`src/rtl/q2e_pkg.sv`:
```
// ============================================================================
// q2e_pkg - quaternion to Euler core shared definitions
// Request types, pipeline cell payloads, constants and the CORDIC angle table.
// ============================================================================
`default_nettype none

package q2e_pkg;

    localparam int CORDIC_STEPS = 16;
    localparam int DIV_STEPS    = 30;
    localparam int SQRT_STEPS   = 31;
    localparam int NUM_LANES    = 3;
    localparam int LANE_YAW     = 0;
    localparam int LANE_PITCH   = 1;
    localparam int LANE_ROLL    = 2;

    localparam int CW     = 36;
    localparam int AW     = 24;
    localparam int DEN_W  = 33;
    localparam int REM_W  = 34;
    localparam int QW     = 31;
    localparam int RAD_W  = 62;
    localparam int SIDX_W = 5;

    localparam logic signed [AW-1:0] HALF_PI_Q20 = 24'sd1647099;
    localparam logic signed [15:0]   HALF_PI_Q12 = 16'sd6434;
    localparam logic signed [CW-1:0] ONE_Q28     = CW'(64'sd1 <<< 28);
    localparam logic [QW-1:0]        ONE_Q30     = 31'h4000_0000;
    localparam logic [RAD_W-1:0]     ONE_Q60     = 62'd1 << 60;

    typedef enum logic [1:0] {
        BR_REGULAR = 2'd0,
        BR_POS     = 2'd1,
        BR_NEG     = 2'd2
    } branch_t;

    typedef struct packed {
        logic signed [15:0] quat_w;
        logic signed [15:0] quat_x;
        logic signed [15:0] quat_y;
        logic signed [15:0] quat_z;
    } quat_t;

    typedef struct packed {
        logic signed [15:0] yaw_angle;
        logic signed [15:0] pitch_angle;
        logic signed [15:0] roll_angle;
        branch_t            branch_code;
    } euler_t;

    typedef struct packed {
        logic signed [CW-1:0] yaw_y;
        logic signed [CW-1:0] yaw_x;
        logic signed [CW-1:0] roll_y;
        logic signed [CW-1:0] roll_x;
        branch_t              branch;
    } side_t;

    typedef struct packed {
        logic [REM_W-1:0]     rem;
        logic [DEN_W-1:0]     den;
        logic [DIV_STEPS-1:0] quo;
        logic                 sat;
        logic                 zero;
        logic                 neg;
    } div_t;

    typedef struct packed {
        logic [RAD_W-1:0]   rad;
        logic [RAD_W-1:0]   res;
        logic signed [31:0] pitch_s;
    } sqrt_t;

    typedef struct packed {
        logic signed [CW-1:0] x;
        logic signed [CW-1:0] y;
        logic signed [AW-1:0] ang;
        logic                 zero;
    } lane_t;

    typedef struct packed {
        lane_t [NUM_LANES-1:0] lane;
        branch_t               branch;
    } cordic_t;

    // atan(2^-i), radians * 2^20
    function automatic logic signed [AW-1:0] atan_q20(input logic [SIDX_W-1:0] idx);
        logic signed [AW-1:0] v;
        unique case (idx)
            5'd0:    v = 24'sd823550;
            5'd1:    v = 24'sd486170;
            5'd2:    v = 24'sd256879;
            5'd3:    v = 24'sd130396;
            5'd4:    v = 24'sd65451;
            5'd5:    v = 24'sd32757;
            5'd6:    v = 24'sd16383;
            5'd7:    v = 24'sd8192;
            5'd8:    v = 24'sd4096;
            5'd9:    v = 24'sd2048;
            5'd10:   v = 24'sd1024;
            5'd11:   v = 24'sd512;
            5'd12:   v = 24'sd256;
            5'd13:   v = 24'sd128;
            5'd14:   v = 24'sd64;
            5'd15:   v = 24'sd32;
            5'd16:   v = 24'sd16;
            5'd17:   v = 24'sd8;
            5'd18:   v = 24'sd4;
            5'd19:   v = 24'sd2;
            5'd20:   v = 24'sd1;
            default: v = 24'sd0;
        endcase
        return v;
    endfunction

endpackage

`default_nettype wire

```
`src/rtl/q2e_div_cell.sv`:
```
// ============================================================================
// q2e_div_cell - one restoring division step
// Shifts the partial remainder, subtracts the divisor when it fits and
// appends one quotient bit; side data rides along.
// ============================================================================
`default_nettype none

module q2e_div_cell (
    input  wire logic           aclk,
    input  wire logic           aresetn,
    input  wire logic           en,
    input  wire logic           in_valid,
    input  wire q2e_pkg::div_t  in_div,
    input  wire q2e_pkg::side_t in_side,
    output logic                out_valid,
    output q2e_pkg::div_t       out_div,
    output q2e_pkg::side_t      out_side
);
    import q2e_pkg::*;

    logic             valid_reg;
    div_t             div_reg;
    div_t             div_next;
    side_t            side_reg;
    logic [REM_W:0]   shl;
    logic [REM_W:0]   den_ext;
    logic [REM_W:0]   diff;
    logic             fits;

    assign shl     = {in_div.rem, 1'b0};
    assign den_ext = {{(REM_W + 1 - DEN_W){1'b0}}, in_div.den};
    assign diff    = shl - den_ext;
    assign fits    = (shl >= den_ext);

    always_comb begin
        div_next     = in_div;
        div_next.rem = fits ? diff[REM_W-1:0] : shl[REM_W-1:0];
        div_next.quo = {in_div.quo[DIV_STEPS-2:0], fits};
    end

    always_ff @(posedge aclk) begin
        if (!aresetn) begin
            valid_reg <= 1'b0;
        end else if (en) begin
            valid_reg <= in_valid;
        end
    end

    always_ff @(posedge aclk) begin
        if (en) begin
            div_reg  <= div_next;
            side_reg <= in_side;
        end
    end

    assign out_valid = valid_reg;
    assign out_div   = div_reg;
    assign out_side  = side_reg;

endmodule

`default_nettype wire

```
`config.mk`:
```
export PLATFORM = sky130hd
export DESIGN_NAME = q2e_div_cell
export DESIGN_NICKNAME = d
export VERILOG_FILES = /design/src/rtl/q2e_pkg.sv /design/src/rtl/q2e_div_cell.sv
export SDC_FILE = /design/constraint.sdc
export NUM_CORES = 1
export LEC_CHECK = 0
export BUFFER_PORTS_ARGS = -buffer_cell sky130_fd_sc_hd__buf_4
export CAP_MARGIN = 20
export CORE_AREA = 2 2 195 197
export DETAILED_ROUTE_END_ITERATION = 16
export DIE_AREA = 0 0 197 199
export GPL_TIMING_DRIVEN = 0
export PLACE_DENSITY_LB_ADDON = 0.2
export SETUP_SLACK_MARGIN = 0.2
export SYNTH_ARGS = -nofsm -noshare
export SYNTH_HDL_FRONTEND = slang
export SYNTH_SLANG_ARGS = --single-unit
```
`constraint.sdc`:
```
create_clock -name aclk -period 2.8 [get_ports aclk]
set_input_delay 0.14 -clock aclk [delete_from_list [all_inputs] [get_ports aclk]]
set_output_delay 0.14 -clock aclk [all_outputs]
set_load 0.01 [all_outputs]
```
---- Word level (Yosys, flattened, before mapping) ----
Index checks and enable logic that the tools add are counted.
word-level totals
  register bits after elaboration ......... 247
  input port bits ......................... 250
  output and inout bits ................... 247
  word-level logic and storage cells ...... 16
operators by class
  add/sub/neg operators ................... 1
  order comparisons ....................... 1
  multiplexer cells ....................... 1
operators with widths
  operator                                          number
  35-bit by 33-bit >= comparator with 1-bit output  1
  34-bit two-way mux                                1
  34-bit by 33-bit subtractor with 34-bit output    1

---- Logic depth before layout (Yosys ltp) ----
  depth in word-level cells ............... 2
  depth in mapped cells ................... 14
  mapped depth without buffers ............ 11

---- Worst setup path before layout ----
Ideal clock, no wire load.
  kind .................................... input-to-reg
  from .................................... input port in_div[33] (netlist bit)
  to ...................................... register div_reg (netlist bit out_div[98]) (data pin)
  setup time .............................. 258 ps
  arrival time ............................ 2,281 ps
  path slack .............................. 261 ps
  stages .................................. 11
  path buffers ............................ 0
  path through ............................ inv_1 fa_1 a211oi_1 o21bai_1 o21ai_2 o311ai_2 and4_4 a2111oi_4 a21oi_1 xnor2_1 a21oi_1
RTL lines
  what                  RTL line            source
  from (decl)           q2e_div_cell.sv:13  input wire q2e_pkg::div_t in_div,
  to (signal assigned)  q2e_div_cell.sv:51  div_reg <= div_next;
  to (decl)             q2e_div_cell.sv:22  div_t div_reg;

==> reports/qor.csv <==
metric,value,unit
status,finished clean,
power_density,590,nW/um2
synthTopCellsByArea,"edfxtp_1, ha_1, a21oi_1, nor2_1, xnor2_1",
yosysWarnings,0,
p_leak,7.59,nW
cts_setup_buffers,0,
syn2layout_area_growth,78.7,%
route.top_layer_used,met5,
cts_root_buffer,clkbuf_16,
worstPathMaxFanout,5,
n_antenna_cell,0,
synth_edf_count,246,
clk_latency,0.57,ns
via_per_inst,4.35,
cp_data_required_time,3.13,ns
worstHoldPathType,in -> reg,
yosysTopAreaCell,edfxtp_1,
fmax,0.408,GHz
finalCriticalPeriod,2.45,ns
finClkSkew,0,ns
wl,36.7,mm
timing.critical_path.arrival,2.78,ns
slew_headroom,0.537,
port_buffers,495,
synthMostInstantiatedCell,edfxtp_1,
synthCells,623,
setup_viol,0,
gp_congestion,0.806,
track_usage,0.178,
cp-start-kind,primary input,
start_util,0.268,
synthFlopType,edfxtp_1,
grt_start_max_net_pins,113,
tritoncts,yes,
die_x,197,um
worstMarginPinSlew,0.694,ns
via_count,8250,
design_area,17800,um2
grt-ovfl-total,0,
dr.pass1.iters,4,
cts.path.max_buffers,3,
dpl_cell_area,14300,um2
grt_pass1_wl,52.0,mm
dp_hpwl,26.8,mm
ff2ff_path_depth,3,
setup_tns,0,ns
path_clk_slew,0.06,ns
routedWlPerCell,19.4,um
rsz0062_at_grt,false,
ir_drop,0.518,mV
hold_viol,0,
ys_seq_area_frac,0.744,
yosys.cell_types.count,63,
path_class,in -> reg,
drc,0,
cts_sinks,247,
cp-end-kind,register,
drtAntennaViolNets,0,
ys_seq_elements,247,
yosys.area.top_type_share,0.742,
row_count,71,
antenna_found_initial,5,
slew_violations,0,
drive_gt1_frac,0.408,
synth_commonest_cells,"edfxtp_1, a21oi_1, nor2_1",
max-cap-violations,0,
first_global_vias,8381,
dieHeight,199,um
post-route-period-util,0.875,
layout.nets,1683,
dr_wl_met2,18.9,mm
hold_slack,0.0391,ns
async_flop_share,0,
syn_area,9950,um2
die_area,39200,um2
core,37100,um2
dr_wl_met3,2.81,mm
numCtsBuffers,30,
io_pins,497,
synth_fp_nets,907,
htreeDepth,1,
drt-met1-wl,13.5,mm
min_path_cells,3,
drt_iter0_markers,304,
syn_avg_cell_area,16.0,um2
repair_timing:
| item | CTS | global route |
|---|---|---|
| endpoints found under the setup margin | 0 | 1 |
| resized for setup | 0 | 2 |
| endpoints found under the hold margin | 283 | 0 |
| hold buffers | 247 | 0 |
per-stage QoR:
stage / power, mW / instances / utilization / worst slack, ns
finish: 10.5 / 1897 / 0.479 / 0.350
global route: 10.9 / 1897 / 0.479 / 0.227
CTS: 10.6 / 1897 / 0.478 / 0.320
detailed placement: 6.45 / 1594 / 0.386 / -0.291
global placement: 6.44 / 1592 / 0.384 / -0.328
floorplan: 5.36 / 623 / - / 0.261
routing by layer:
| metal | up-vias | track usage |
|---|---|---|
| met1 | 3938 | 0.195 |
| met4 | 8 | 0.0613 |
| li1 | 3912 | - |
| met3 | 73 | 0.0560 |
| met5 | - | 0 |
| met2 | 319 | 0.325 |
cells in the final DEF, fill, tap and decap left out, drive strengths merged, types with 4 or more instances in the layout:
| cell type | synthesis | final |
|---|---|---|
| buf | 15 | 512 |
| dlygate4sd3 | 0 | 247 |
| edfxtp | 246 | 246 |
| a21oi | 57 | 57 |
| nor2 | 48 | 48 |
| inv | 37 | 38 |
| clkbuf | 2 | 37 |
| ha | 33 | 33 |
| nand2 | 32 | 32 |
| xnor2 | 19 | 19 |
| o21ai | 17 | 17 |
| clkinv | 0 | 16 |
| a21o | 12 | 12 |
| xor2 | 10 | 10 |
| nand4 | 9 | 9 |
| nor3 | 8 | 8 |
| mux2 | 7 | 7 |
| o21bai | 7 | 7 |
| nand3 | 5 | 5 |
| o211ai | 5 | 5 |
| o21a | 4 | 4 |
| or2 | 4 | 4 |
| a31oi | 4 | 4 |
report_power, final:
part | total [mW] | internal [mW] | switching (mW) | leakage (nW)
combinational | 2.09 | 1.13 | 0.964 | 4.69
sequential | 4.56 | 4.47 | 0.0903 | 2.42
clock | 3.83 | 2.24 | 1.59 | 0.474
total | 10.5 | 7.84 | 2.65 | 7.59
cells by family (layout without fill, tap and decap cells):
family | Yosys count | count (layout) | share of synthesized area
buffers and inverters | 54 | 854 | 0.0292
AO/OA/AOI/OAI | 123 | 123 | 0.0836
XOR/XNOR | 29 | 29 | 0.0255
adder cells (fa/ha/maj) | 34 | 34 | 0.0435
multiplexers | 10 | 10 | 0.0136
AND/OR/NAND/NOR | 126 | 126 | 0.0602
flip-flops | 247 | 247 | 0.744
registers in the layout (all words and copies together) (netlist names):
signal	count
out_side	146
out_div	100
out_valid	1
layout make-up:
cell class                      instances  area, um2
Tap cell                              474        593
Timing Repair Buffer                  744       6250
Multi-Input combinational cell        322       2270
Fill cell                            3322      19400
Clock inverter                         21        201
Sequential cell                       247       7410
Buffer                                 17        151
Inverter                               37        139
Clock buffer                           35        769
worst max-delay path, cell delays in order:
cell	delay, ns
buf_4	0.09
inv_1	0.06
fa_1	0.50
a211oi_2	0.26
o21bai_1	0.18
o21ai_4	0.27
o311ai_2	0.23
and4_4	0.27
a2111oi_4	0.38
a21oi_1	0.14
xnor2_1	0.17
a21oi_1	0.09
worst paths after layout:
check / startpoint / end / slack [ns]
setup / recovery: in_div[33] / out_div[98] / 0.35
hold reg to reg: out_valid / out_valid / 1.09
setup reg to reg: out_valid / out_valid / 1.64
hold / removal: in_div[66] / out_div[67] / 0.04
No activity file was read; power rests on OpenSTA's default activity.
