[src/rtl/q2e_pkg.sv]
// ============================================================================
// q2e_pkg - quaternion to Euler core shared definitions
// Request types, pipeline cell payloads, constants and the CORDIC angle table.
// ============================================================================
`default_nettype none

package q2e_pkg;

    localparam int CORDIC_STEPS = 16;
    localparam int DIV_STEPS    = 30;
    localparam int SQRT_STEPS   = 31;
    localparam int NUM_LANES    = 3;
    localparam int LANE_YAW     = 0;
    localparam int LANE_PITCH   = 1;
    localparam int LANE_ROLL    = 2;

    localparam int CW     = 36;
    localparam int AW     = 24;
    localparam int DEN_W  = 33;
    localparam int REM_W  = 34;
    localparam int QW     = 31;
    localparam int RAD_W  = 62;
    localparam int SIDX_W = 5;

    localparam logic signed [AW-1:0] HALF_PI_Q20 = 24'sd1647099;
    localparam logic signed [15:0]   HALF_PI_Q12 = 16'sd6434;
    localparam logic signed [CW-1:0] ONE_Q28     = CW'(64'sd1 <<< 28);
    localparam logic [QW-1:0]        ONE_Q30     = 31'h4000_0000;
    localparam logic [RAD_W-1:0]     ONE_Q60     = 62'd1 << 60;

    typedef enum logic [1:0] {
        BR_REGULAR = 2'd0,
        BR_POS     = 2'd1,
        BR_NEG     = 2'd2
    } branch_t;

    typedef struct packed {
        logic signed [15:0] quat_w;
        logic signed [15:0] quat_x;
        logic signed [15:0] quat_y;
        logic signed [15:0] quat_z;
    } quat_t;

    typedef struct packed {
        logic signed [15:0] yaw_angle;
        logic signed [15:0] pitch_angle;
        logic signed [15:0] roll_angle;
        branch_t            branch_code;
    } euler_t;

    typedef struct packed {
        logic signed [CW-1:0] yaw_y;
        logic signed [CW-1:0] yaw_x;
        logic signed [CW-1:0] roll_y;
        logic signed [CW-1:0] roll_x;
        branch_t              branch;
    } side_t;

    typedef struct packed {
        logic [REM_W-1:0]     rem;
        logic [DEN_W-1:0]     den;
        logic [DIV_STEPS-1:0] quo;
        logic                 sat;
        logic                 zero;
        logic                 neg;
    } div_t;

    typedef struct packed {
        logic [RAD_W-1:0]   rad;
        logic [RAD_W-1:0]   res;
        logic signed [31:0] pitch_s;
    } sqrt_t;

    typedef struct packed {
        logic signed [CW-1:0] x;
        logic signed [CW-1:0] y;
        logic signed [AW-1:0] ang;
        logic                 zero;
    } lane_t;

    typedef struct packed {
        lane_t [NUM_LANES-1:0] lane;
        branch_t               branch;
    } cordic_t;

    // atan(2^-i), radians * 2^20
    function automatic logic signed [AW-1:0] atan_q20(input logic [SIDX_W-1:0] idx);
        logic signed [AW-1:0] v;
        unique case (idx)
            5'd0:    v = 24'sd823550;
            5'd1:    v = 24'sd486170;
            5'd2:    v = 24'sd256879;
            5'd3:    v = 24'sd130396;
            5'd4:    v = 24'sd65451;
            5'd5:    v = 24'sd32757;
            5'd6:    v = 24'sd16383;
            5'd7:    v = 24'sd8192;
            5'd8:    v = 24'sd4096;
            5'd9:    v = 24'sd2048;
            5'd10:   v = 24'sd1024;
            5'd11:   v = 24'sd512;
            5'd12:   v = 24'sd256;
            5'd13:   v = 24'sd128;
            5'd14:   v = 24'sd64;
            5'd15:   v = 24'sd32;
            5'd16:   v = 24'sd16;
            5'd17:   v = 24'sd8;
            5'd18:   v = 24'sd4;
            5'd19:   v = 24'sd2;
            5'd20:   v = 24'sd1;
            default: v = 24'sd0;
        endcase
        return v;
    endfunction

endpackage

`default_nettype wire

[src/rtl/q2e_cordic_cell.sv]
// ============================================================================
// q2e_cordic_cell - one vectoring CORDIC iteration
// Rotates the yaw, pitch and roll vectors toward the x axis by atan(2^-i).
// ============================================================================
`default_nettype none

module q2e_cordic_cell (
    input  wire logic                          aclk,
    input  wire logic                          aresetn,
    input  wire logic                          en,
    input  wire logic [q2e_pkg::SIDX_W-1:0]    step_idx,
    input  wire logic                          in_valid,
    input  wire q2e_pkg::cordic_t              in_data,
    output logic                               out_valid,
    output q2e_pkg::cordic_t                   out_data
);
    import q2e_pkg::*;

    logic    valid_reg;
    cordic_t data_reg;
    cordic_t data_next;

    function automatic lane_t rotate(input lane_t l, input logic [SIDX_W-1:0] idx);
        lane_t                r;
        logic signed [CW-1:0] xs;
        logic signed [CW-1:0] ys;
        logic signed [AW-1:0] da;
        xs = l.x >>> idx;
        ys = l.y >>> idx;
        da = atan_q20(idx);
        r  = l;
        if (l.y > 0) begin
            r.x   = l.x + ys;
            r.y   = l.y - xs;
            r.ang = l.ang + da;
        end else begin
            r.x   = l.x - ys;
            r.y   = l.y + xs;
            r.ang = l.ang - da;
        end
        return r;
    endfunction

    always_comb begin
        data_next = in_data;
        for (int k = 0; k < NUM_LANES; k++) begin
            data_next.lane[k] = rotate(in_data.lane[k], step_idx);
        end
    end

    always_ff @(posedge aclk) begin
        if (!aresetn) begin
            valid_reg <= 1'b0;
        end else if (en) begin
            valid_reg <= in_valid;
        end
    end

    always_ff @(posedge aclk) begin
        if (en) begin
            data_reg <= data_next;
        end
    end

    assign out_valid = valid_reg;
    assign out_data  = data_reg;

endmodule

`default_nettype wire

[config.mk]
export PLATFORM = sky130hd
export DESIGN_NAME = q2e_cordic_cell
export DESIGN_NICKNAME = d
export VERILOG_FILES = /design/src/rtl/q2e_pkg.sv /design/src/rtl/q2e_cordic_cell.sv
export SDC_FILE = /design/constraint.sdc
export NUM_CORES = 2
export LEC_CHECK = 0
export BUFFER_PORTS_ARGS = -buffer_cell sky130_fd_sc_hd__buf_2
export CORE_AREA = 5 5 288 290
export DETAILED_ROUTE_END_ITERATION = 7
export DIE_AREA = 0 0 293 295
export PLACE_DENSITY = 0.84
export SYNTH_ARGS = -nofsm -noshare
export SYNTH_HDL_FRONTEND = slang
export SYNTH_SLANG_ARGS = --single-unit
[constraint.sdc]
create_clock -name aclk -period 7.3 [get_ports aclk]
set_input_delay 0.73 -clock aclk [delete_from_list [all_inputs] [get_ports aclk]]
set_output_delay 0.73 -clock aclk [all_outputs]
set_load 0.01 [all_outputs]
# Word level (Yosys, flattened, before mapping)
# Memories as Yosys holds them, arrays and structs flattened.
# Index checks and enable logic that the tools add are counted.
[op_classes]
add_sub_neg = 18
n_lt_le_gt_ge = 3
shift = 6
mux = 3
[ops]
columns = ["op", "n"]
rows = [
  ["$mux 96", 3],
  ["$add 36x36->36", 6],
  ["$sshr 36x5->36", 6],
  ["$sub 36x36->36", 6],
  ["$gt 36x1->1 const B", 3],
  ["$add 24x24->24", 3],
  ["$sub 24x24->24", 3],
]
[word_totals]
register_bits = 294
rom_bits = 1920
inputBits = 302
output_inout_bits = 294
word_cells = 47
memories = 3
[mem_list]
columns = ["name", "words", "word_bits", "rd", "rd_ports_with_merged_regs", "wr", "line_no", "text"]
rows = [
  ["(name not given)", 32, 20, 1, 0, 0, "q2e_pkg.sv:89", "unique case (idx)"],
  ["(name not given)", 32, 20, 1, 0, 0, "q2e_pkg.sv:89", ""],
  ["(name not given)", 32, 20, 1, 0, 0, "q2e_pkg.sv:89", ""],
]

# Depth between registers and ports, before layout
[logic_depth]
depth_word = 3
mapped_depth = 32
ltp_nobuf = 26

# Worst setup path before layout
# Ideal clock, no wire load.
[synth_path]
kind = "input-to-reg"
from = "input port step_idx[1] in the netlist's numbering"
to = "register data_reg (netlist bit out_data[26]) (data pin)"
setup_ps = 260
t_arrival_ps = 6530
required_time_ps = 7040
path_slack_ps = 511
stages = 29
path_buffers = 7
path_cell_list = "buf_4 > buf_4 > inv_2 > buf_2 > buf_2 > buf_4 > buf_2 > ha_1 > clkbuf_1 > nand2_1 > a21boi_0 > a31oi_1 > or3b_2 > nor3_1 > nor3b_1 > and3_1 > nor2_1 > xnor2_1 > ha_1 > a21oi_1 > nor2b_1 > o21ai_0 > nand2b_1 > a21o_1 > a21o_1 > o41ai_1 > o2111ai_1 > a21oi_1 > xnor2_1"
[synth_rtl]
columns = ["element", "line_no", "text"]
rows = [
  ["start, declared", "q2e_cordic_cell.sv:11", "input wire logic [q2e_pkg::SIDX_W-1:0] step_idx,"],
  ["end signal, assigned", "q2e_cordic_cell.sv:61", "data_reg <= data_next;"],
  ["end, declared", "q2e_cordic_cell.sv:20", "cordic_t data_reg;"],
]

==> impl_metrics.toml <==
[status]
outcome = "finished clean"

[logic_synthesis]
ys_seq_area_frac = 0.203
async_flop_share = 0
synth.distinct_cells = 121
synth_edf_count = 293
synthesis.nets = 5282
synth_area_leaders = "edfxtp_1 20%, mux4_2 13%, ha_1 8.5%, xnor2_1 5.8%, mux2i_1 4.2%"
synthCells = 4676
synth_top_flop_cell = "edfxtp_1"
syn_area_um2 = 43500
avgSynthCellArea_um2 = 9.30
synth_top_cell_by_area = "edfxtp_1"
yosys_warnings = 0
yosysTopAreaCellShare = 0.202
synth-seq-cells = 294

[placed_design]
place_inst = 6258
hpwl_mm = 139
portBuffers = 595
post-place-ws_ns = 0.0501
gp_congestion = 1.09
place_area_um2 = 47900

[global_route]
grt_pass1_vias = 41700
grt_antenna_before_repair = 20
gr-total-overflow = 0
grt_pass1_wl_mm = 261
track_usage = 0.387
grt_max_degree = 144

[worst_setup_path]
crit_buf_inv = 4
crit_slowest_cell = "mux4_1"
critical_path_class = "in -> reg"
max_stage_delay_ns = 0.67
crit_path_start_kind = "input port"
arrival_ns = 7.19
reg2reg_slack_ns = 6.67
cp_cell_sequence = "buf_8 > buf_4 > mux4_1 > and2_1 > a311oi_1 > o31ai_1 > nor4_1 > buf_4 > nand2b_1 > nand2b_4 > o21ai_0 > xor2_1 > ha_1 > a21o_1 > a21o_1 > a2111o_1 > a31oi_1 > nand2_1 > and3_1 > o41ai_1 > buf_4 > o31a_1 > nor3_1 > a311o_1"
end_kind = "flop"
path_max_fanout = 43
cp.required_ns = 7.62
crit_top_cell = "buf_4"
cp_top_family = "compound AO/OA/AOI/OAI gates"

[final_layout]
design_area_um2 = 49200
layout-drive-gt1-share = 0.253
fillCellCount = 6832
nNetsFinal = 5842
finish.utilization = 0.615
final_cell_count_no_fill = 6339
areaGrowthSynthToFinish_pct = 13.2

[die]
io_pins = 596
row_count = 104
die_w_um = 293
dieArea_um2 = 86400
start_util = 0.543
core_area_um2 = 80000
die_h_um = 295

[sta]
rsz0062_at_grt = "no"
period_share = 0.940
fin_tns_setup_ns = 0
final-setup-viol-count = 0
setup_ws_ns = 0.437
finalHoldViolCount = 0
slew_viol_final = 0
fmax_mhz = 146
fin_crit_ns = 6.86
clock_skew_ns = 0
relSlewSlack = 0.262
max_slew.worst_pin.slew_ns = 1.10

[clocking]
cts_tree = "built"
cts_max_level = 2
holdBufCountCts = 0
cts_setup_buffers = 0
clk_transition_reported_paths_ns = 0.06
clk_latency_ns = 0.58
root_buffer = "clkbuf_16"
clk_path_buf_depth = 3
cts_inserted_buffers = 36
cts_resized = 0
cts_num_sinks = 294

[power]
p_per_area_nw_per_um2 = 211
leakage_nw = 20.4
p_comb_frac = 0.551
swShare = 0.419
intPower_w = 0.00604
seqPwrFrac = 0.258
ir_drop_v = 0.000209
pwr-share-clk = 0.191
net-switching-power_w = 0.00434

[detailed_routing]
dr_total_vias = 44000
wl_mm = 177
ant_nets = 0
via_per_inst = 6.93
drtPass1Iterations = 8
route.detailed.drc = 0
drt_iter0_drc = 5714
wire_per_inst_um = 27.9

[hold_path]
holdCritPathClass = "in -> reg"

[job]
max-cap-violations = 0
## layer usage
| layer | up-vias | global-route usage | share of wire |
|---|---|---|---|
| met5 | - | 0 | 0.00053 |
| met4 | 16 | 0.217 | 0.072 |
| met3 | 723 | 0.101 | 0.12 |
| met2 | 3250 | 0.601 | 0.44 |
| met1 | 20800 | 0.495 | 0.37 |
| li1 | 19200 | - | - |
## registers in the layout (all words and copies together) (netlist names)
signal / flops
out_data: 293
out_valid: 1
## kinds of logic after synthesis
| family | after synthesis | share of synthesized area |
|---|---|---|
| AND/OR/NAND/NOR | 1369 | 0.154 |
| AO/OA/AOI/OAI | 1311 | 0.199 |
| multiplexers | 568 | 0.218 |
| XOR/XNOR | 448 | 0.0903 |
| buffers and inverters | 382 | 0.0469 |
| adder cells (fa/ha/maj) | 304 | 0.0890 |
| flip-flops | 294 | 0.203 |
## layout by cell type (no fill, tap or decap), drive strengths merged, types with 15 or more instances in the layout
cell	n
a211oi	55
a21o	119
a21oi	349
a221oi	18
a22oi	18
a31o	16
a31oi	64
and2	45
and3	51
buf	777
clkbuf	42
clkinv	15
diode	15
edfxtp	293
ha	295
inv	125
mux2	100
mux2i	184
mux4	284
nand2	387
nand2b	51
nand3	93
nand4	23
nor2	404
nor2b	46
nor3	93
nor4	39
o211ai	33
o21a	57
o21ai	260
o21bai	26
o22ai	58
o31a	16
o31ai	32
or2	43
or3	38
xnor2	288
xor2	160
## stage by stage
stage               total power, W  hold slack, ns
finish                      0.0104           0.315
floorplan                  0.00636           0.538
detailed placement         0.00826           0.548
global route                0.0109           0.316
CTS                         0.0103           0.301
global placement           0.00818           0.499
## cells in the mapped netlist, drive strengths merged, types with 10 or more instances
cell	count
o21ai	260
o31ai	32
nor3b	12
a221oi	18
mux2i	184
nor2	404
a31oi	64
nor4	39
nand4	23
buf	166
nand2	387
a21o	119
a22oi	18
or2	43
a211oi	55
and2	45
nor3	93
a2111oi	12
o31a	16
ha	295
mux2	100
xnor2	288
clkbuf	90
o211a	13
nand3	93
o211ai	33
or3	38
xor2	160
o21bai	26
nand2b	51
nor2b	46
o41ai	14
edfxtp	293
o22ai	58
a221o	10
inv	124
a21oi	349
a21boi	14
a31o	16
a311oi	10
mux4	284
o21a	57
and3	51
a211o	13
## cell type report
cell class                 count  area (um2)  area share
tap                         1060        1330      0.0269
clock inverter                25         359     0.00729
inverter                     126         484     0.00984
timing repair buffer         778        4610      0.0937
antenna                       15        37.5    0.000762
clock buffer                  41         930      0.0189
multi-input combinational   4000       32700       0.663
sequential                   294        8820       0.179
## power by group through the flow
stage	Combinational, W	Clock [W]	Sequential, W
final	0.00571	0.00199	0.00268
after global routing	0.00611	0.00208	0.00271
after CTS	0.00560	0.00201	0.00268
after detailed placement	0.00555	0	0.00271
after global placement	0.00549	0	0.00270
after floorplan	0.00344	0	0.00292
## final timing paths
| kind | end | start | depth (start not counted) |
|---|---|---|---|
| worst max-delay path | out_data[97]$_DFFE_PP_ | step_idx[0] | 24 |
| worst min-delay path | out_data[99]$_DFFE_PP_ | in_data[99] | 1 |
| worst min register to register | out_valid$_SDFFE_PN0P_ | out_valid$_SDFFE_PN0P_ | 2 |
| worst max register to register | out_valid$_SDFFE_PN0P_ | out_valid$_SDFFE_PN0P_ | 2 |
Note: power is estimated with default switching activity, not from simulation.
