[config.mk]
export PLATFORM = sky130hd
export DESIGN_NAME = q2e_sqrt_cell
export DESIGN_NICKNAME = d
export VERILOG_FILES = /design/src/rtl/q2e_pkg.sv /design/src/rtl/q2e_sqrt_cell.sv
export SDC_FILE = /design/constraint.sdc
export NUM_CORES = 1
export LEC_CHECK = 0
export ABC_AREA = 1
export BUFFER_PORTS_ARGS = -buffer_cell sky130_fd_sc_hd__buf_2
export CELL_PAD_IN_SITES_DETAIL_PLACEMENT = 0
export CELL_PAD_IN_SITES_GLOBAL_PLACEMENT = 1
export CORE_ASPECT_RATIO = 2
export CORE_UTILIZATION = 35
export CTS_CLUSTER_SIZE = 16
export DETAILED_ROUTE_END_ITERATION = 16
export GPL_ROUTABILITY_DRIVEN = 0
export PLACE_DENSITY_LB_ADDON = 0.1
export SLEW_MARGIN = 20
export SYNTH_ARGS = -nofsm -noshare
export SYNTH_HDL_FRONTEND = slang
export SYNTH_SLANG_ARGS = --single-unit
[constraint.sdc]
create_clock -name aclk -period 4.6 [get_ports aclk]
set_clock_uncertainty 0.1 [all_clocks]
set_input_delay 0 -clock aclk [delete_from_list [all_inputs] [get_ports aclk]]
set_output_delay 0 -clock aclk [all_outputs]
set_load 0.005 [all_outputs]
[src/rtl/q2e_pkg.sv]
// ============================================================================
// q2e_pkg - quaternion to Euler core shared definitions
// Request types, pipeline cell payloads, constants and the CORDIC angle table.
// ============================================================================
`default_nettype none

package q2e_pkg;

    localparam int CORDIC_STEPS = 16;
    localparam int DIV_STEPS    = 30;
    localparam int SQRT_STEPS   = 31;
    localparam int NUM_LANES    = 3;
    localparam int LANE_YAW     = 0;
    localparam int LANE_PITCH   = 1;
    localparam int LANE_ROLL    = 2;

    localparam int CW     = 36;
    localparam int AW     = 24;
    localparam int DEN_W  = 33;
    localparam int REM_W  = 34;
    localparam int QW     = 31;
    localparam int RAD_W  = 62;
    localparam int SIDX_W = 5;

    localparam logic signed [AW-1:0] HALF_PI_Q20 = 24'sd1647099;
    localparam logic signed [15:0]   HALF_PI_Q12 = 16'sd6434;
    localparam logic signed [CW-1:0] ONE_Q28     = CW'(64'sd1 <<< 28);
    localparam logic [QW-1:0]        ONE_Q30     = 31'h4000_0000;
    localparam logic [RAD_W-1:0]     ONE_Q60     = 62'd1 << 60;

    typedef enum logic [1:0] {
        BR_REGULAR = 2'd0,
        BR_POS     = 2'd1,
        BR_NEG     = 2'd2
    } branch_t;

    typedef struct packed {
        logic signed [15:0] quat_w;
        logic signed [15:0] quat_x;
        logic signed [15:0] quat_y;
        logic signed [15:0] quat_z;
    } quat_t;

    typedef struct packed {
        logic signed [15:0] yaw_angle;
        logic signed [15:0] pitch_angle;
        logic signed [15:0] roll_angle;
        branch_t            branch_code;
    } euler_t;

    typedef struct packed {
        logic signed [CW-1:0] yaw_y;
        logic signed [CW-1:0] yaw_x;
        logic signed [CW-1:0] roll_y;
        logic signed [CW-1:0] roll_x;
        branch_t              branch;
    } side_t;

    typedef struct packed {
        logic [REM_W-1:0]     rem;
        logic [DEN_W-1:0]     den;
        logic [DIV_STEPS-1:0] quo;
        logic                 sat;
        logic                 zero;
        logic                 neg;
    } div_t;

    typedef struct packed {
        logic [RAD_W-1:0]   rad;
        logic [RAD_W-1:0]   res;
        logic signed [31:0] pitch_s;
    } sqrt_t;

    typedef struct packed {
        logic signed [CW-1:0] x;
        logic signed [CW-1:0] y;
        logic signed [AW-1:0] ang;
        logic                 zero;
    } lane_t;

    typedef struct packed {
        lane_t [NUM_LANES-1:0] lane;
        branch_t               branch;
    } cordic_t;

    // atan(2^-i), radians * 2^20
    function automatic logic signed [AW-1:0] atan_q20(input logic [SIDX_W-1:0] idx);
        logic signed [AW-1:0] v;
        unique case (idx)
            5'd0:    v = 24'sd823550;
            5'd1:    v = 24'sd486170;
            5'd2:    v = 24'sd256879;
            5'd3:    v = 24'sd130396;
            5'd4:    v = 24'sd65451;
            5'd5:    v = 24'sd32757;
            5'd6:    v = 24'sd16383;
            5'd7:    v = 24'sd8192;
            5'd8:    v = 24'sd4096;
            5'd9:    v = 24'sd2048;
            5'd10:   v = 24'sd1024;
            5'd11:   v = 24'sd512;
            5'd12:   v = 24'sd256;
            5'd13:   v = 24'sd128;
            5'd14:   v = 24'sd64;
            5'd15:   v = 24'sd32;
            5'd16:   v = 24'sd16;
            5'd17:   v = 24'sd8;
            5'd18:   v = 24'sd4;
            5'd19:   v = 24'sd2;
            5'd20:   v = 24'sd1;
            default: v = 24'sd0;
        endcase
        return v;
    endfunction

endpackage

`default_nettype wire

[src/rtl/q2e_sqrt_cell.sv]
// ============================================================================
// q2e_sqrt_cell - one digit of the integer square root
// Tests one result bit per cycle while en is high, bit weight set by the step index.
// ============================================================================
`default_nettype none

module q2e_sqrt_cell (
    input  wire logic                          aclk,
    input  wire logic                          aresetn,
    input  wire logic                          en,
    input  wire logic [q2e_pkg::SIDX_W-1:0]    step_idx,
    input  wire logic                          in_valid,
    input  wire q2e_pkg::sqrt_t                in_sq,
    input  wire q2e_pkg::side_t                in_side,
    output logic                               out_valid,
    output q2e_pkg::sqrt_t                     out_sq,
    output q2e_pkg::side_t                     out_side
);
    import q2e_pkg::*;

    logic             valid_reg;
    sqrt_t            sq_reg;
    sqrt_t            sq_next;
    side_t            side_reg;
    logic [5:0]       sh;
    logic [RAD_W-1:0] bitv;
    logic [RAD_W-1:0] trial;
    logic             fits;

    assign sh    = 6'(2 * (SQRT_STEPS - 1)) - {step_idx, 1'b0};
    assign bitv  = {{(RAD_W - 1){1'b0}}, 1'b1} << sh;
    assign trial = in_sq.res + bitv;
    assign fits  = (in_sq.rad >= trial);

    always_comb begin
        sq_next     = in_sq;
        sq_next.rad = fits ? (in_sq.rad - trial) : in_sq.rad;
        sq_next.res = fits ? ((in_sq.res >> 1) + bitv) : (in_sq.res >> 1);
    end

    always_ff @(posedge aclk) begin
        if (!aresetn) begin
            valid_reg <= 1'b0;
        end else if (en) begin
            valid_reg <= in_valid;
        end
    end

    always_ff @(posedge aclk) begin
        if (en) begin
            sq_reg   <= sq_next;
            side_reg <= in_side;
        end
    end

    assign out_valid = valid_reg;
    assign out_sq    = sq_reg;
    assign out_side  = side_reg;

endmodule

`default_nettype wire

* Word-level counts from Yosys, hierarchy flattened
Index checks and enable logic that the tools add are counted.
Storage, ports and cells: register bits after elaboration 303, output and inout port bits 303, word-level logic and storage cells 18
Cells by class: $add $sub $neg 4, magnitude comparators 1, shifts and indexed selects 1, muxes and demuxes 2
Operators by type and width (count):
- 61-bit by 62-bit adder with 62-bit output | 1
- 62-bit adder | 1
- 62-bit >= comparator | 1
- 62-bit 2-to-1 mux | 1
- 1-bit by 6-bit left shift with 62-bit output, first input constant | 1
- 62-bit subtractor | 1
- 61-bit 2-to-1 mux | 1
- 6-bit subtractor, first input constant | 1

* Logic depth before layout (Yosys ltp)
Gate-level depths: netlist of run 1.
word-level depth 5, depth in mapped cells 37, depth with buffers taken out 34

* Worst setup path after synthesis of run 1
OpenSTA, ideal clock, no wires.
path kind input -> register, start in step_idx[1] in the netlist's numbering, end reg sq_reg (netlist bit out_sq[109]), data pin, arrival 4.301 ns, required time 4.236 ns, path slack -0.065 ns, cell stages on the path 30, path buffers 3, path through buf_4 > nand2_2 > inv_2 > ha_1 > inv_1 > nor3_1 > nand2_1 > nor2_1 > ha_1 > nand2_1 > o21ai_0 > inv_1 > o22ai_1 > a21oi_1 > nand2b_1 > nand3_2 > xor2_1 > ha_1 > nand2_1 > a21oi_1 > nor2_1 > a21boi_0 > o21ai_0 > o21bai_2 > nand3_1 > nand3_2 > inv_1 > buf_2 > clkbuf_1 > o21ai_0
RTL lines:
- start: declaration | RTL line q2e_sqrt_cell.sv:11 | input wire logic [q2e_pkg::SIDX_W-1:0] step_idx,
- end signal: assignment | RTL line q2e_sqrt_cell.sv:51 | sq_reg <= sq_next;
- end: declaration | RTL line q2e_sqrt_cell.sv:22 | sqrt_t sq_reg;

==> reports/metrics.cfg, run 1 <==
[timing]
report.final.slew_viol_count=0
period_share_pct=97.1
max_freq_ghz=0.224
setup_viol=0
tightest_slew_ns=0.799
slew_headroom_pct=46.2
finalHoldViolCount=0
fin_crit_ns=4.47
rsz0062_at_grt=yes

[worst_setup_path]
slowest_delay_ns=0.29
cp.required_ns=4.86
arrival_ns=4.73
criticalPathCategory=input port to flip-flop
critPathLaunchType=input port
crit_top_cell=nand2_2
crit_fanout=9
cpMaxStageDelayCell=ha_4
cp-end-kind=flip-flop

[synthesis]
syn-num-nets=3558
synth_top_area_share_pct=39.6
synthTopCellsByArea=edfxtp_1, nand2_1, inv_1
synth_warnings=0
syn_area_um2=22900
synth_cells=3138
yosysMostFrequentCell=nand2_1
synth_top_area_cell=edfxtp_1
dominantRegCellSynth=edfxtp_1
synthTopCellsByCount=nand2_1, inv_1, nor2_1, edfxtp_1, o21ai_0
synth_edf_count=302
async_flop_share_pct=0
ys_seq_area_share_pct=39.7
synth_cell_types=60
ys_ff_latch=303
syn_area_per_cell_um2=7.30

[clocking]
cts.sinks=303
cts_tree=yes
root_buffer=clkbuf_16
numCtsBuffers=31
clkTransAtPathRegs_ns=0.07
htree_levels=1
clk_latency_ns=0.61
clockBufferDepth=3

[grt]
grt_pass1_vias=29900
grt_util_met1_pct=34.2
top_usage_layer=met2
antenna_found_initial=8
met3_usage_pct=9.84
grt_use_total_pct=38.2
grt_pass1_wl_um=183000
grt-ovfl-total=0
grt_max_degree=106
met2_usage_pct=68.2

[routing]
vias=29300
via_per_inst=5.08
wirelength_um=131000
drt_iter0_markers=1631
drcViolationCount=0
final_antenna_net_count=0
wire_per_inst_um=22.8
first_pass_iters=7

[die]
die_w_um=183
die_area_um2=66600
core-area_um2=64700
ioPinCount=614
fp.dieH_um=364
rows=132
start_util_pct=35.4

[run]
drv_cap=0

[layout]
nFillCells=5968
multi_input_area_um2=13500
stdcell_area_um2=39300
seq_area_um2=9090
nNetsFinal=5291
syn_to_final_growth_pct=71.3
drive_gt1_share_pct=36.0
fin_cells=5769

[power]
peakVddDrop_mv=0.302
p_leak_nw=18.3
power.density_nw_per_um2=244

[placed_design]
hpwl_um=103000
placed_area_um2=32200
numPortBuffers=613
dp.cells=5275

[outcome]
run_status=finished clean

[hold_path]
hold_class=input port to flip-flop

==> path summary, 6_finish.rpt <==
path | end | cells past startpoint | startpoint | slack [ns]
min | out_side[71] | 2 | in_side[71] | 0.02
min reg2reg | out_valid | 3 | out_valid | 1.04
max | out_sq[94] | 35 | step_idx[1] | 0.13
max reg2reg | out_valid | 3 | out_valid | 3.27
==> repair_timing <==
item | CTS | global route
cloned | 2 | 1
setup endpoints to repair | 124 | 124
hold buffers | 409 | 0
hold endpoints to repair | 373 | 0
gates resized for setup | 49 | 345
pin swaps | 6 | 89
setup buffers | 1 | 21
==> power breakdown <==
group          internal [W]  switching (W)
clock               0.00149        0.00129
combinational       0.00153        0.00177
sequential          0.00338       0.000123
total               0.00640        0.00319
==> flip-flops by register name (all words and copies together), names as in the netlist <==
register,cells
out_side,146
out_sq,156
out_valid,1
==> critical path, delay by kind of cell <==
| kind | cells | cell delay, ns |
|---|---|---|
| AO/OA/AOI/OAI | 6 | 0.81 |
| XOR/XNOR | 1 | 0.22 |
| adder cells (fa/ha/maj) | 3 | 0.69 |
| buffers and inverters | 10 | 1.21 |
| AND/OR/NAND/NOR | 15 | 1.79 |
==> metal layers <==
| layer | wire [µm] | up-vias |
|---|---|---|
| met5 | 17 | - |
| met4 | 15100 | 2 |
| met3 | 9590 | 499 |
| met2 | 64800 | 1295 |
| met1 | 41900 | 13700 |
| li1 | - | 13800 |
==> per-stage QoR <==
step	worst slack, ns	hold WS, ns	total power (W)	util [%]	TNS [ns]
5_1_grt	-0.109	0.0126	0.00992	60.7	-2.82
2_1_floorplan	0.00517	-0.00654	0.00454	-	0
4_1_cts	0.000802	0.000135	0.00934	58.2	0
3_3_place_gp	-1.11	0.0765	0.00622	49.8	-122.48
6_report	0.131	0.0162	0.00959	60.7	0
3_5_place_dp	-1.14	0.0783	0.00624	49.8	-124.26
==> cells in the final DEF (no fill, tap or decap), types with 7 or more instances in the layout <==
cell,netlist,layout
a21o_1,9,9
a21oi_1,144,120
a21oi_2,1,22
a31oi_1,25,18
buf_12,0,15
buf_2,18,612
buf_4,2,680
buf_6,1,11
clkbuf_16,0,32
clkinv_1,3,7
dlygate4sd3_1,0,409
edfxtp_1,302,302
ha_1,108,77
ha_4,0,31
inv_1,434,416
inv_2,31,46
nand2_1,905,836
nand2_2,12,77
nand2_4,3,7
nand3_1,185,170
nand3_2,9,20
nand3b_1,25,25
nand4_1,54,54
nor2_1,374,301
nor2_2,18,66
nor2_4,2,27
nor3_1,43,29
nor3_2,4,13
nor4_1,12,9
o21ai_0,187,153
o21ai_1,26,41
o21ai_2,4,21
o21bai_1,20,18
or2_2,7,7
xnor2_1,39,37
xor2_1,65,58
xor2_2,0,7
==> area by class of cell <==
class                           instances  share of cell area, %
Antenna cell                            3                 0.0191
Sequential cell                       303                   23.1
Timing Repair Buffer                 1732                   32.6
Clock buffer                           35                   2.01
Tap cell                              871                   2.78
Inverter                              468                   4.50
Clock inverter                         22                  0.675
Multi-Input combinational cell       2335                   34.3
==> kinds of logic (layout without fill, tap and decap cells) <==
group           Yosys count  after routing  share of synthesized area [%]
fa+ha+maj               109            109                           5.98
buf+inv                 500           2257                           8.40
other cells               0              3                              0
flops                   303            303                           39.7
compound gates          457            457                           11.1
xor+xnor                104            104                           3.97
simple gates           1665           1665                           30.9
Note: power is estimated with default switching activity, not from simulation.
==> run 2: changes to the inputs <==
--- a/config.mk
+++ b/config.mk
@@ -9,11 +9,12 @@
 export BUFFER_PORTS_ARGS = -buffer_cell sky130_fd_sc_hd__buf_2
 export CELL_PAD_IN_SITES_DETAIL_PLACEMENT = 0
 export CELL_PAD_IN_SITES_GLOBAL_PLACEMENT = 1
-export CORE_ASPECT_RATIO = 2
+export CORE_ASPECT_RATIO = 0.75
 export CORE_UTILIZATION = 35
 export CTS_CLUSTER_SIZE = 16
 export DETAILED_ROUTE_END_ITERATION = 16
 export GPL_ROUTABILITY_DRIVEN = 0
+export MAX_ROUTING_LAYER = met4
 export PLACE_DENSITY_LB_ADDON = 0.1
 export SLEW_MARGIN = 20
 export SYNTH_ARGS = -nofsm -noshare
==> run 2 against run 1 <==
  * Core utilization shrank 0.17 points
  * Sequential cell count unchanged
  * Non-clock buffer count fell by 21
  * Die area is essentially flat
  * Via count fell by 3.3%
  * First-iteration DRC count increased by 58%
  * Clock power down 7.5%
  * Final area fell by 1.2%
  * Critical path type unchanged
==> reports/metrics.cfg, run 2 (synthesis gave the netlist of run 1 again) <==
[worst_setup_path]
arrival_ns=4.73  ; about the same
cpMaxStageDelayCell=ha_4
crit_fanout=13  ; +4
crit_top_cell=nand2_1
criticalPathCategory=input port to flip-flop
critPathLaunchType=input port
slowest_delay_ns=0.30  ; about the same
cp.required_ns=4.85  ; about the same
cp-end-kind=flip-flop

[die]
start_util_pct=35.7  ; +0.32 points
core-area_um2=64200  ; -0.90%
die_w_um=297  ; +63%
die_area_um2=66500  ; about the same
ioPinCount=614  ; unchanged
rows=80  ; -39%
fp.dieH_um=224  ; -39%

[placed_design]
placed_area_um2=31600  ; -2.0%
hpwl_um=85500  ; -17%
numPortBuffers=613  ; unchanged

[layout]
final_cell_mix=nand2_1, buf_4, buf_2
nFillCells=5881  ; -1.5%
multi_input_area_um2=13200  ; -2.2%
syn_to_final_growth_pct=69.3
nNetsFinal=5270  ; -0.40%
seq_area_um2=9090  ; unchanged
utilization_pct=60.5  ; -0.17 points
stdcell_area_um2=38800  ; -1.2%
final_common_cell=nand2_1
largest_reg_flops=156  ; unchanged
drive_gt1_share_pct=33.6  ; -2.4 points

[clocking]
root_buffer=clkbuf_16
cts_tree=yes
clkTransAtPathRegs_ns=0.07  ; about the same
numCtsBuffers=31  ; unchanged
htree_levels=1  ; unchanged
cts.sinks=303  ; unchanged
clockBufferDepth=3  ; unchanged
clk_latency_ns=0.60  ; about the same

[routing]
drt_iter0_markers=2569  ; +58%
drcViolationCount=0  ; unchanged
vias=28300  ; -3.3%
wirelength_um=111000  ; -16%
first_pass_iters=6  ; -1
final_antenna_net_count=0  ; unchanged
wire_per_inst_um=19.3  ; -15%
via_per_inst=4.93  ; -2.9%

[grt]
grt_pass1_vias=26700  ; -11%
grt_max_degree=124  ; +17%
grt-ovfl-total=0  ; unchanged
antenna_found_initial=7  ; -1
grt_use_total_pct=32.5  ; -5.7 points
grt_pass1_wl_um=159000  ; -13%

[outcome]
run_status=finished clean

[timing]
max_freq_ghz=0.223  ; -0.26%
tightest_slew_ns=0.948  ; +0.149 ns
period_share_pct=97.4  ; +0.26 points
setup_viol=0  ; unchanged
report.final.slew_viol_count=0  ; unchanged
slew_headroom_pct=36.8  ; -9.4 points
fin_crit_ns=4.48  ; +0.0118 ns
finalHoldViolCount=0  ; unchanged

[hold_path]
hold_class=input port to flip-flop

[run]
drv_cap=0  ; unchanged

[power]
p_leak_nw=18.1  ; -1.3%
peakVddDrop_mv=0.266  ; -12%
power.density_nw_per_um2=235  ; -3.6%
power_w=0.00913  ; -4.7%

run 2: metal layers:
layer / part of all wire [%] / global-route usage, % / vias up
met5: 0 / - / -
met4: 2.7 / 7.82 / 0
met3: 9.7 / 7.51 / 151
met2: 44 / 49.0 / 1243
met1: 44 / 44.0 / 13100
li1: - / - / 13800
run 2: power by group:
| group | internal, W | switching [W] | total, W | leakage, nW |
|---|---|---|---|---|
| clock network | 0.00141 | 0.00117 | 0.00258 | 0.477 |
| registers | 0.00338 | 0.0000913 | 0.00347 | 2.96 |
| logic | 0.00148 | 0.00160 | 0.00308 | 14.7 |
| total | 0.00627 | 0.00286 | 0.00913 | 18.1 |
run 2: path summary, 6_finish.rpt:
kind | slack (ns) | cells past startpoint | startpoint | to
setup reg to reg | 3.29 | 3 | out_valid | out_valid
setup / recovery | 0.12 | 33 | step_idx[1] | out_sq[80]
hold / removal | 0.01 | 2 | in_side[43] | out_side[43]
hold reg to reg | 1.00 | 3 | out_valid | out_valid
run 2: layout make-up:
| cell class | count | area share, % |
|---|---|---|
| well taps | 861 | 2.78 |
| flip-flops and latches | 303 | 23.4 |
| clock buffers | 37 | 2.06 |
| multi-input cells | 2335 | 33.9 |
| inverters | 468 | 4.54 |
| clock inverters | 21 | 0.529 |
| diodes | 9 | 0.0580 |
| repair buffers | 1711 | 32.7 |
run 2: stage by stage:
step                setup WS (ns)  hold WS, ns  TNS (ns)  std cells
global route              -0.0463      0.00372    -0.238       5743
finish                      0.120       0.0132         0       5745
floorplan                 0.00517     -0.00654         0       3138
CTS                       0.00993     0.000891         0       5707
detailed placement         -0.940       0.0784    -90.82       5193
global placement           -0.949       0.0769    -89.73       5193
run 2: repair_timing:
action,CTS,global route
setup buffers,0,25
hold buffers,455,2
hold endpoints to repair,406,2
cloned,1,3
resized for setup,31,297
pin swaps,3,68
endpoints found under the setup margin,115,124
run 2: worst max-delay path, delay by kind of cell:
family,cells,cell delay (ns)
fa+ha+maj,3,0.87
simple gates,16,1.92
compound gates,4,0.59
buf+inv,10,1.33
